## src/hw/rtl/masked_stream_statistics_core_defines.svh

```systemverilog
// Assertion macros shared by the masked stream statistics RTL.
`ifndef MASKED_STREAM_STATISTICS_CORE_DEFINES_SVH
`define MASKED_STREAM_STATISTICS_CORE_DEFINES_SVH

// Same-cycle implication, checked outside reset.
`define MSSTAT_ASSERT_IMPL(lbl, clk, rst, ante, cons) \
   lbl: assert property (@(posedge clk) disable iff (rst) (ante) |-> (cons)) \
      else $error("masked stream statistics check failed");

// Next-cycle implication, checked outside reset.
`define MSSTAT_ASSERT_NEXT(lbl, clk, rst, ante, cons) \
   lbl: assert property (@(posedge clk) disable iff (rst) (ante) |=> (cons)) \
      else $error("masked stream statistics check failed");

`endif

```

## src/hw/rtl/msstat_pkg.sv

```systemverilog
// Types and constants of the masked stream statistics block.
`timescale 1ns / 1ps
package msstat_pkg;

   localparam int SAMPLE_W = 16;
   localparam int COUNT_W  = 16;
   localparam int SUM_W    = 32;
   localparam int SQ_W     = 46;
   localparam int FRAC_W   = 8;
   localparam int FIX_W    = 24;
   localparam int Q_DEPTH  = 2;

   localparam logic [COUNT_W-1:0] COUNT_MAX = {COUNT_W{1'b1}};

   typedef struct packed {
      logic signed [SAMPLE_W-1:0] sample;
      logic                       masked;
      logic                       last_sample;
   } req_type;

   typedef struct packed {
      logic [COUNT_W-1:0]         valid_count;
      logic signed [SUM_W-1:0]    total;
      logic signed [SAMPLE_W-1:0] smallest;
      logic signed [SAMPLE_W-1:0] largest;
      logic signed [FIX_W-1:0]    average;
      logic [FIX_W-1:0]           deviation;
      logic                       overflow;
   } rsp_type;

   // Run totals handed from the front to the back.
   typedef struct packed {
      logic [COUNT_W-1:0]         count;
      logic signed [SUM_W-1:0]    sum;
      logic [SQ_W-1:0]            sumsq;
      logic signed [SAMPLE_W-1:0] min;
      logic signed [SAMPLE_W-1:0] max;
      logic                       ovf;
   } snap_type;

   typedef struct packed {
      logic full;
      logic not_empty;
   } q_status_type;

endpackage

```

## src/hw/rtl/msstat_front.sv

```systemverilog
// Front end: takes samples, keeps the running totals, emits one snapshot per run.
`timescale 1ns / 1ps
module msstat_front (
   input  logic                  clock,
   input  logic                  reset,
   input  logic                  req_valid,
   output logic                  req_stall,
   input  msstat_pkg::req_type   req_data,
   input  msstat_pkg::q_status_type q_status,
   output logic                  push,
   output msstat_pkg::snap_type  snap
);

   logic                                   s1_valid_ff;
   msstat_pkg::req_type                    s1_req_ff;
   logic [31:0]                            s1_sq_ff;
   logic signed [31:0]                     smp_w;
   logic                                   adv;

   logic [msstat_pkg::COUNT_W-1:0]         count_ff, count_in;
   logic signed [msstat_pkg::SUM_W-1:0]    sum_ff, sum_in;
   logic [msstat_pkg::SQ_W-1:0]            sumsq_ff, sumsq_in;
   logic signed [msstat_pkg::SAMPLE_W-1:0] min_ff, min_in, max_ff, max_in;
   logic                                   ovf_ff, ovf_in;

   assign req_stall = s1_valid_ff && s1_req_ff.last_sample && q_status.full;
   assign adv       = s1_valid_ff && !(s1_req_ff.last_sample && q_status.full);
   assign smp_w     = 32'(req_data.sample);
   assign push      = adv && s1_req_ff.last_sample;

   always_comb begin
      count_in = count_ff;
      sum_in   = sum_ff;
      sumsq_in = sumsq_ff;
      min_in   = min_ff;
      max_in   = max_ff;
      ovf_in   = ovf_ff;
      if (adv && !s1_req_ff.masked) begin
         if (count_ff == msstat_pkg::COUNT_MAX) begin
            ovf_in = 1'b1;
         end else begin
            if (count_ff == '0 || s1_req_ff.sample < min_ff) min_in = s1_req_ff.sample;
            if (count_ff == '0 || s1_req_ff.sample > max_ff) max_in = s1_req_ff.sample;
            count_in = count_ff + 1'b1;
            sum_in   = sum_ff + msstat_pkg::SUM_W'(s1_req_ff.sample);
            sumsq_in = sumsq_ff + msstat_pkg::SQ_W'(s1_sq_ff);
         end
      end
   end

   always_comb begin
      snap.count = count_in;
      snap.sum   = sum_in;
      snap.sumsq = sumsq_in;
      snap.min   = (count_in == '0) ? '0 : min_in;
      snap.max   = (count_in == '0) ? '0 : max_in;
      snap.ovf   = ovf_in;
   end

   always_ff @(posedge clock) begin
      if (reset) begin
         s1_valid_ff <= 1'b0;
         count_ff    <= '0;
         sum_ff      <= '0;
         sumsq_ff    <= '0;
         min_ff      <= '0;
         max_ff      <= '0;
         ovf_ff      <= 1'b0;
      end else begin
         if (!req_stall) begin
            s1_valid_ff <= req_valid;
            s1_req_ff   <= req_data;
            s1_sq_ff    <= 32'(smp_w * smp_w);
         end
         if (push) begin
            count_ff <= '0;
            sum_ff   <= '0;
            sumsq_ff <= '0;
            min_ff   <= '0;
            max_ff   <= '0;
            ovf_ff   <= 1'b0;
         end else begin
            count_ff <= count_in;
            sum_ff   <= sum_in;
            sumsq_ff <= sumsq_in;
            min_ff   <= min_in;
            max_ff   <= max_in;
            ovf_ff   <= ovf_in;
         end
      end
   end

endmodule

```

## src/hw/rtl/msstat_queue.sv

```systemverilog
// Short snapshot queue between the front and the back.
`timescale 1ns / 1ps
module msstat_queue (
   input  logic                     clock,
   input  logic                     reset,
   input  logic                     push,
   input  msstat_pkg::snap_type     push_data,
   input  logic                     pop,
   output msstat_pkg::snap_type     head,
   output msstat_pkg::q_status_type status
);

   localparam int PTR_W = $clog2(msstat_pkg::Q_DEPTH);
   localparam int CNT_W = $clog2(msstat_pkg::Q_DEPTH + 1);

   msstat_pkg::snap_type mem_ff [msstat_pkg::Q_DEPTH];
   logic [PTR_W-1:0]     wr_ptr_ff, rd_ptr_ff;
   logic [CNT_W-1:0]     cnt_ff;

   assign head             = mem_ff[rd_ptr_ff];
   assign status.full      = (cnt_ff == CNT_W'(msstat_pkg::Q_DEPTH));
   assign status.not_empty = (cnt_ff != '0);

   always_ff @(posedge clock) begin
      if (push) mem_ff[wr_ptr_ff] <= push_data;
   end

   always_ff @(posedge clock) begin
      if (reset) begin
         wr_ptr_ff <= '0;
         rd_ptr_ff <= '0;
         cnt_ff    <= '0;
      end else begin
         if (push) wr_ptr_ff <= (wr_ptr_ff == PTR_W'(msstat_pkg::Q_DEPTH - 1)) ? '0
                                                                               : wr_ptr_ff + 1'b1;
         if (pop) rd_ptr_ff <= (rd_ptr_ff == PTR_W'(msstat_pkg::Q_DEPTH - 1)) ? '0
                                                                              : rd_ptr_ff + 1'b1;
         if (push && !pop) cnt_ff <= cnt_ff + 1'b1;
         else if (pop && !push) cnt_ff <= cnt_ff - 1'b1;
      end
   end

endmodule

```

## src/hw/rtl/msstat_back.sv

```systemverilog
// Back end: variance by shift-add, square root and divisions one bit per cycle.
`timescale 1ns / 1ps
module msstat_back (
   input  logic                     clock,
   input  logic                     reset,
   input  msstat_pkg::q_status_type q_status,
   input  msstat_pkg::snap_type     head,
   output logic                     pop,
   output logic                     rsp_valid,
   input  logic                     rsp_stall,
   output msstat_pkg::rsp_type      rsp_data
);

   localparam int V_W   = 64;
   localparam int X_W   = 80;
   localparam int RT_W  = X_W / 2;
   localparam int SR_W  = RT_W + 2;
   localparam int DVD_W = msstat_pkg::SUM_W + msstat_pkg::FRAC_W + 1;
   localparam int DSR_W = msstat_pkg::COUNT_W + 1;
   localparam int STP_W = $clog2(DVD_W + 1);

   typedef enum logic [2:0] {
      S_IDLE, S_MULN, S_MULS, S_SQRT, S_DIVD, S_DIVA, S_DONE
   } state_type;

   state_type                              state_ff;
   logic [STP_W-1:0]                       step_ff;
   logic [msstat_pkg::COUNT_W-1:0]         n_ff;
   logic [msstat_pkg::SUM_W-1:0]           mag_ff;
   logic                                   neg_ff;
   logic signed [msstat_pkg::SUM_W-1:0]    sum_ff;
   logic signed [msstat_pkg::SAMPLE_W-1:0] min_ff, max_ff;
   logic                                   ovf_ff;
   logic [V_W-1:0]                         v_ff, ma_ff;
   logic [msstat_pkg::SUM_W-1:0]           mb_ff;
   logic [X_W-1:0]                         x_ff;
   logic [RT_W-1:0]                        root_ff;
   logic [SR_W-1:0]                        sq_rem_ff;
   logic [DVD_W-1:0]                       dvd_ff;
   logic [DSR_W-1:0]                       dsr_ff;
   logic [DSR_W-1:0]                       div_rem_ff;
   logic [msstat_pkg::FIX_W-1:0]           dev_ff;
   logic                                   rsp_valid_ff;
   msstat_pkg::rsp_type                    rsp_data_ff;

   logic [SR_W-1:0]  sr_t, sr_trial;
   logic             sr_ge;
   logic [DSR_W:0]   dr_t;
   logic             dr_ge;
   logic [msstat_pkg::FIX_W-1:0] q_lo;

   assign pop       = (state_ff == S_IDLE) && q_status.not_empty;
   assign rsp_valid = rsp_valid_ff;
   assign rsp_data  = rsp_data_ff;

   always_comb begin
      sr_t     = {sq_rem_ff[SR_W-3:0], x_ff[X_W-1 -: 2]};
      sr_trial = {root_ff, 2'b01};
      sr_ge    = (sr_t >= sr_trial);
      dr_t     = {div_rem_ff, dvd_ff[DVD_W-1]};
      dr_ge    = (dr_t >= {1'b0, dsr_ff});
      q_lo     = dvd_ff[msstat_pkg::FIX_W-1:0];
   end

   always_ff @(posedge clock) begin
      if (reset) begin
         state_ff     <= S_IDLE;
         rsp_valid_ff <= 1'b0;
      end else begin
         if (state_ff == S_DONE && (!rsp_valid_ff || !rsp_stall)) rsp_valid_ff <= 1'b1;
         else if (rsp_valid_ff && !rsp_stall) rsp_valid_ff <= 1'b0;
         unique case (state_ff)
            S_IDLE: begin
               if (q_status.not_empty) begin
                  n_ff    <= head.count;
                  sum_ff  <= head.sum;
                  min_ff  <= head.min;
                  max_ff  <= head.max;
                  ovf_ff  <= head.ovf;
                  neg_ff  <= head.sum[msstat_pkg::SUM_W-1];
                  mag_ff  <= head.sum[msstat_pkg::SUM_W-1] ? msstat_pkg::SUM_W'(-head.sum)
                                                            : msstat_pkg::SUM_W'(head.sum);
                  v_ff    <= '0;
                  ma_ff   <= V_W'(head.sumsq);
                  mb_ff   <= msstat_pkg::SUM_W'(head.count);
                  step_ff <= STP_W'(msstat_pkg::COUNT_W - 1);
                  state_ff <= S_MULN;
               end
            end
            S_MULN: begin
               // n * sum of squares
               if (mb_ff[0]) v_ff <= v_ff + ma_ff;
               if (step_ff == '0) begin
                  ma_ff   <= V_W'(mag_ff);
                  mb_ff   <= mag_ff;
                  step_ff <= STP_W'(msstat_pkg::SUM_W - 1);
                  state_ff <= S_MULS;
               end else begin
                  ma_ff   <= ma_ff << 1;
                  mb_ff   <= mb_ff >> 1;
                  step_ff <= step_ff - 1'b1;
               end
            end
            S_MULS: begin
               // minus sum squared; stays non-negative throughout
               if (mb_ff[0]) v_ff <= v_ff - ma_ff;
               ma_ff <= ma_ff << 1;
               mb_ff <= mb_ff >> 1;
               if (step_ff == '0) begin
                  step_ff  <= STP_W'(RT_W - 1);
                  state_ff <= S_SQRT;
               end else begin
                  step_ff <= step_ff - 1'b1;
               end
               if (step_ff == '0) begin
                  x_ff      <= X_W'(mb_ff[0] ? (v_ff - ma_ff) : v_ff)
                               << (2 * msstat_pkg::FRAC_W);
                  root_ff   <= '0;
                  sq_rem_ff <= '0;
               end
            end
            S_SQRT: begin
               x_ff <= x_ff << 2;
               if (sr_ge) begin
                  sq_rem_ff <= sr_t - sr_trial;
                  root_ff   <= {root_ff[RT_W-2:0], 1'b1};
               end else begin
                  sq_rem_ff <= sr_t;
                  root_ff   <= {root_ff[RT_W-2:0], 1'b0};
               end
               if (step_ff == '0) begin
                  step_ff  <= STP_W'(DVD_W - 1);
                  state_ff <= S_DIVD;
               end else begin
                  step_ff <= step_ff - 1'b1;
               end
               if (step_ff == '0) begin
                  dvd_ff     <= DVD_W'({root_ff[RT_W-2:0], sr_ge});
                  dsr_ff     <= DSR_W'(n_ff);
                  div_rem_ff <= '0;
               end
            end
            S_DIVD, S_DIVA: begin
               if (step_ff == '0 && state_ff == S_DIVD) begin
                  dev_ff     <= {q_lo[msstat_pkg::FIX_W-2:0], dr_ge};
                  dvd_ff     <= (DVD_W'(mag_ff) << (msstat_pkg::FRAC_W + 1)) + DVD_W'(n_ff);
                  dsr_ff     <= {n_ff, 1'b0};
                  div_rem_ff <= '0;
                  step_ff    <= STP_W'(DVD_W - 1);
                  state_ff   <= S_DIVA;
               end else begin
                  div_rem_ff <= dr_ge ? DSR_W'(dr_t - {1'b0, dsr_ff}) : dr_t[DSR_W-1:0];
                  dvd_ff     <= {dvd_ff[DVD_W-2:0], dr_ge};
                  if (step_ff != '0) step_ff <= step_ff - 1'b1;
                  else state_ff <= S_DONE;
               end
            end
            S_DONE: begin
               if (!rsp_valid_ff || !rsp_stall) begin
                  rsp_data_ff.valid_count <= n_ff;
                  rsp_data_ff.total       <= sum_ff;
                  rsp_data_ff.smallest    <= min_ff;
                  rsp_data_ff.largest     <= max_ff;
                  rsp_data_ff.overflow    <= ovf_ff;
                  if (n_ff == '0) begin
                     rsp_data_ff.average   <= '0;
                     rsp_data_ff.deviation <= '0;
                  end else begin
                     rsp_data_ff.average   <= neg_ff ? (~q_lo + 1'b1) : q_lo;
                     rsp_data_ff.deviation <= dev_ff;
                  end
                  state_ff <= S_IDLE;
               end
            end
            default: state_ff <= S_IDLE;
         endcase
      end
   end

endmodule

```

## src/hw/rtl/masked_stream_statistics_core.sv

```systemverilog
// Masked stream statistics: top level with front, snapshot queue and back.
//
// Input channel req_*: one sample per transfer (sample, masked, last_sample).
// Masked samples only count toward ending a run. The transfer with
// last_sample set closes the run; one result transfer follows on rsp_*
// with count, sum, min, max, mean and population deviation (8 fraction bits).
// The front takes one sample per cycle while req_stall is low, through a two-stage accumulator.
// Each closed run is queued (two entries) for the back, which takes one
// run at a time: a load, 16 + 32 shift-add steps for n*sumsq - sum^2,
// 40 square root steps, two 41-step restoring divisions and the output.
// The back pops the next run only after its result has been registered.
// req_stall rises only while a closed run waits for a full queue; the back
// holds its result in the output register while rsp_stall is high.
// Synchronous reset clears the running totals, the queue and the output valid.
`timescale 1ns / 1ps
`include "masked_stream_statistics_core_defines.svh"
module masked_stream_statistics_core (
   input  logic                clock,
   input  logic                reset,
   input  logic                req_valid,
   output logic                req_stall,
   input  msstat_pkg::req_type req_data,
   output logic                rsp_valid,
   input  logic                rsp_stall,
   output msstat_pkg::rsp_type rsp_data
);

   msstat_pkg::q_status_type q_status;
   msstat_pkg::snap_type     snap, head;
   logic                     push, pop;
   logic                     none_rsp, one_rsp, zero_stats;

   assign none_rsp   = rsp_valid && (rsp_data.valid_count == '0);
   assign one_rsp    = rsp_valid && (rsp_data.valid_count == msstat_pkg::COUNT_W'(1));
   assign zero_stats = (rsp_data.average == '0) && (rsp_data.deviation == '0);

   msstat_front u_front (
      .clock     (clock),
      .reset     (reset),
      .req_valid (req_valid),
      .req_stall (req_stall),
      .req_data  (req_data),
      .q_status  (q_status),
      .push      (push),
      .snap      (snap)
   );

   msstat_queue u_queue (
      .clock     (clock),
      .reset     (reset),
      .push      (push),
      .push_data (snap),
      .pop       (pop),
      .head      (head),
      .status    (q_status)
   );

   msstat_back u_back (
      .clock     (clock),
      .reset     (reset),
      .q_status  (q_status),
      .head      (head),
      .pop       (pop),
      .rsp_valid (rsp_valid),
      .rsp_stall (rsp_stall),
      .rsp_data  (rsp_data)
   );

   `MSSTAT_ASSERT_IMPL(a_no_push_full, clock, reset, push, !q_status.full || pop)
   `MSSTAT_ASSERT_IMPL(a_empty_zero, clock, reset, none_rsp, zero_stats)
   `MSSTAT_ASSERT_IMPL(a_single_dev, clock, reset, one_rsp, rsp_data.deviation == '0)
   `MSSTAT_ASSERT_NEXT(a_pop_empties, clock, reset, pop && !push && q_status.full, !q_status.full)

endmodule

```

## config.mk

```make
export PLATFORM = sky130hd
export DESIGN_NAME = masked_stream_statistics_core
export DESIGN_NICKNAME = d
export VERILOG_FILES = /design/src/hw/rtl/msstat_pkg.sv /design/src/hw/rtl/msstat_front.sv /design/src/hw/rtl/msstat_queue.sv /design/src/hw/rtl/msstat_back.sv /design/src/hw/rtl/masked_stream_statistics_core.sv
export VERILOG_INCLUDE_DIRS = /design/src /design/src/hw/rtl
export SDC_FILE = /design/constraint.sdc
export NUM_CORES = 2
export LEC_CHECK = 0
export ABC_AREA = 1
export BUFFER_PORTS_ARGS = -buffer_cell sky130_fd_sc_hd__buf_4
export CORE_UTILIZATION = 40
export DETAILED_ROUTE_END_ITERATION = 10
export SLEW_MARGIN = 30
export SYNTH_ARGS = -nofsm -noshare
export SYNTH_HDL_FRONTEND = slang
export SYNTH_SLANG_ARGS = --single-unit
export TNS_END_PERCENT = 10
```

## constraint.sdc

```tcl
create_clock -name clock -period 13.4 [get_ports clock]
set_clock_uncertainty 0.15 [all_clocks]
set_input_delay 3.35 -clock clock [delete_from_list [all_inputs] [get_ports clock]]
set_output_delay 3.35 -clock clock [all_outputs]
set_load 0.05 [all_outputs]
```

==> metrics.txt <==
initial antenna violation count 0; TritonCTS Buffers 121; Cell Chain, Critical Path buf_4 -> nand2_1 -> fa_1 -> inv_1 -> fa_1 -> inv_1 -> fa_1 -> inv_1 -> fa_1 -> fa_1 -> inv_1 -> fa_1 -> inv_1 -> ha_1 -> nand2_1 -> nor3_1 -> nand2_1 -> nor4_1 -> nand2_1 -> o2111ai_1 -> xor2_1; grt ovf 0; most common cell after layout, fill and taps aside nand2_1; CTS tree done; max_slew headroom 34.9%; HPWL Detailed 182000 um; Async S/R FF share, synth 0%; crit-path most repeated cell fa_1; global-route wire length before repair 357000 um; drt via density 5.14; critical path fanouts, max 23; DP Cell Count 11800; CTS Hold Bufs 0; CTS Sinks 1089; Final min period 8.74 ns; Core Area 0.183 mm^2; worst flop-to-flop path startpoint u_front.s1_req_ff[0]; number of synthesized flops with an enable pin 952; Crit. End Element flop; final slew viol count 0; GR Util All Layers 24.8%; reg2reg path depth 13; drt initial violations 5256; share of layout cells above drive strength 1 5.25%; clk slew on worst S/H paths 0.06 ns; worst setup path end u_front.s1_sq_ff[30]; worst endpoint required time 13.77 ns; Placer Congestion 1.03; worst skew pair latency 0.81 ns; Root Driver clkbuf_16; total power 21.1 mW; vias in the first global route 60200; Crit-path slowest cell fa_1; path category of the worst min-delay check reg -> reg; area delta synth->final 10.9%; Ports 153; count of final setup violators 0; Non-Filler Instances 12000; Post-CTS Setup Bufs 0; power per standard cell area 257 mW/mm^2; most frequent cells in the layout nand2_1, inv_1, nor2_1; Util after Layout 44.8%; Clk pwr share 17.1%; register area share after synthesis 42.3%; Final WS setup 4.66 ns; CTS H-Tree Depth 3; Levels on crit path 21; Sw Ratio 49.4%; Hold Fails Final Rpt 0; count of state elements after synthesis 1089; Buffers on Ports 152; Placement Cell Area 0.0778 mm^2; # resized after CTS 0; flop2flop setup slack 7.99 ns; Max Root-Sink Buffers 3; sw power 10.4 mW; Worst setup SP type input pin; Peak VDD IR 0.000215 V; RSZ-0062 raised after global routing no; Highest Clock Rate 0.114 GHz; Post-Synthesis Cells 9391; Die Ht 432 um; data arrival time of the worst path 9.11 ns; Synthesized Nets 10000; Slowest Stage Delay on Critical Path 0.86 ns; combinational power share 57.9%; Avg WL per Cell 19.5 um; synth unique cells 61; Fin Hold WS 0.266 ns; status finished, final reports clean; drt total wl 235000 um; Post-Syn Area 0.0741 mm^2; Final Instance Area 0.0822 mm^2; LEAKAGE 38.1 nW; Hold Crit Start u_back.sum_ff[7]; full die area 0.187 mm^2; vias post-DR 61900; crit path from req_data[17]; worst r2r dst u_queue.mem_ff[0][18]; post-route ant nets 0; max-cap viol count 0; WS Path Type in -> reg; Fin Setup TNS 0 ns; CP delay by family, top adder cells; pin count of the biggest net entering global routing 145; Worst Tran Pin Value 0.977 ns; final worst path period share 65.2%; CP bufs+invs 6; Mapped Avg Cell Area 7.89 um^2; DR DRC count 0; FP Rows 157; Starting Density 40.4%; fin nets 10100; width of the die 432 um; yosys warns 0; worst slack, placed 3.84 ns; Seq pwr share 25.0%; Post-synth top flop edfxtp_1; Internal 10.7 mW; first-pass iteration count of the detailed router 7
[routing by layer]
metal / up-vias / share of wire (%) / GRT usage, %
met5: - / 0 / 0
met2: 1767 / 45 / 39.7
met4: 0 / 2.8 / 7.55
met1: 29500 / 46 / 35.1
met3: 325 / 5.8 / 2.93
li1: 30300 / - / -
[how the worst min path moves through the flow]
stage	slack (ns)	cells after the start	end
3_5_place_dp	0.25	0	u_back.rsp_data[83]
6_report	0.27	0	u_back.rsp_data[88]
5_1_grt	0.27	0	u_back.rsp_data[88]
3_3_place_gp	0.25	0	u_back.rsp_data[66]
2_1_floorplan	0.25	0	u_back.rsp_data[0]
4_1_cts	0.26	0	u_back.rsp_data[88]
[Yosys cell counts (8+ instances only)]
library cell	count	area, um^2
a211oi_1	8	60.1
a21boi_0	14	105
a21o_1	23	173
a21oi_1	484	2420
a31oi_1	9	56.3
buf_1	21	78.8
buf_2	19	95.1
clkbuf_1	203	762
dfxtp_1	137	2740
edfxtp_1	952	28600
fa_1	241	4820
ha_1	381	4770
inv_1	1555	5840
nand2_1	2768	10400
nand3_1	482	2410
nand3b_1	28	210
nand4_1	75	469
nor2_1	991	3720
nor2_2	18	113
nor3_1	96	480
nor4_1	31	194
o211ai_1	36	270
o21a_1	15	113
o21ai_0	428	2140
o21ai_1	8	40.0
o21bai_1	41	308
o221ai_1	22	193
o311ai_0	9	78.8
o32ai_1	18	158
or2_2	37	231
xnor2_1	39	342
xor2_1	130	1140
[final cells by class]
type                       count  area (um^2)
fill                       18600       101000
multi-input combinational   6487        36000
sequential                  1089        31300
inverter                    1566         5880
clock buffer                 147         3180
tap                         2464         3080
timing repair buffer         199         1530
clock inverter                82         1140
antenna                        1         2.50
[flip-flops by register name, indices dropped and copies added, names as in the netlist, 16 cells and up, named ones only]
name,count
u_front.s1_sq_ff,31
u_back.n_ff,16
u_back.dsr_ff,17
u_back.v_ff,64
u_front.s1_req_ff,17
u_front.count_ff,16
u_front.sum_ff,32
u_back.sq_rem_ff,40
u_back.rsp_data,129
u_back.dev_ff,24
u_back.ma_ff,64
u_front.min_ff,16
u_front.sumsq_ff,46
u_back.dvd_ff,41
u_queue.mem_ff,254
u_back.max_ff,16
u_back.mb_ff,32
u_back.x_ff,64
u_front.max_ff,16
u_back.sum_ff,32
u_back.div_rem_ff,17
u_back.root_ff,40
u_back.mag_ff,31
u_back.min_ff,16
[cell families after synthesis]
group	Yosys count	synth area share [%]
mux	1	0.0135
buf+inv	1815	9.28
fa+ha+maj	622	12.9
xor+xnor	170	2.02
simple gates	4557	24.9
compound gates	1137	8.51
flops	1089	42.3
[power by group through the flow]
stage	logic (mW)	clock network, mW	registers (mW)
global route	13.7	3.80	5.33
detailed placement	12.1	0	5.34
CTS	12.2	3.68	5.27
finish	12.2	3.61	5.28
floorplan	8.47	0	5.18
global placement	12.0	0	5.33
Power figures use the tool's default switching activity.
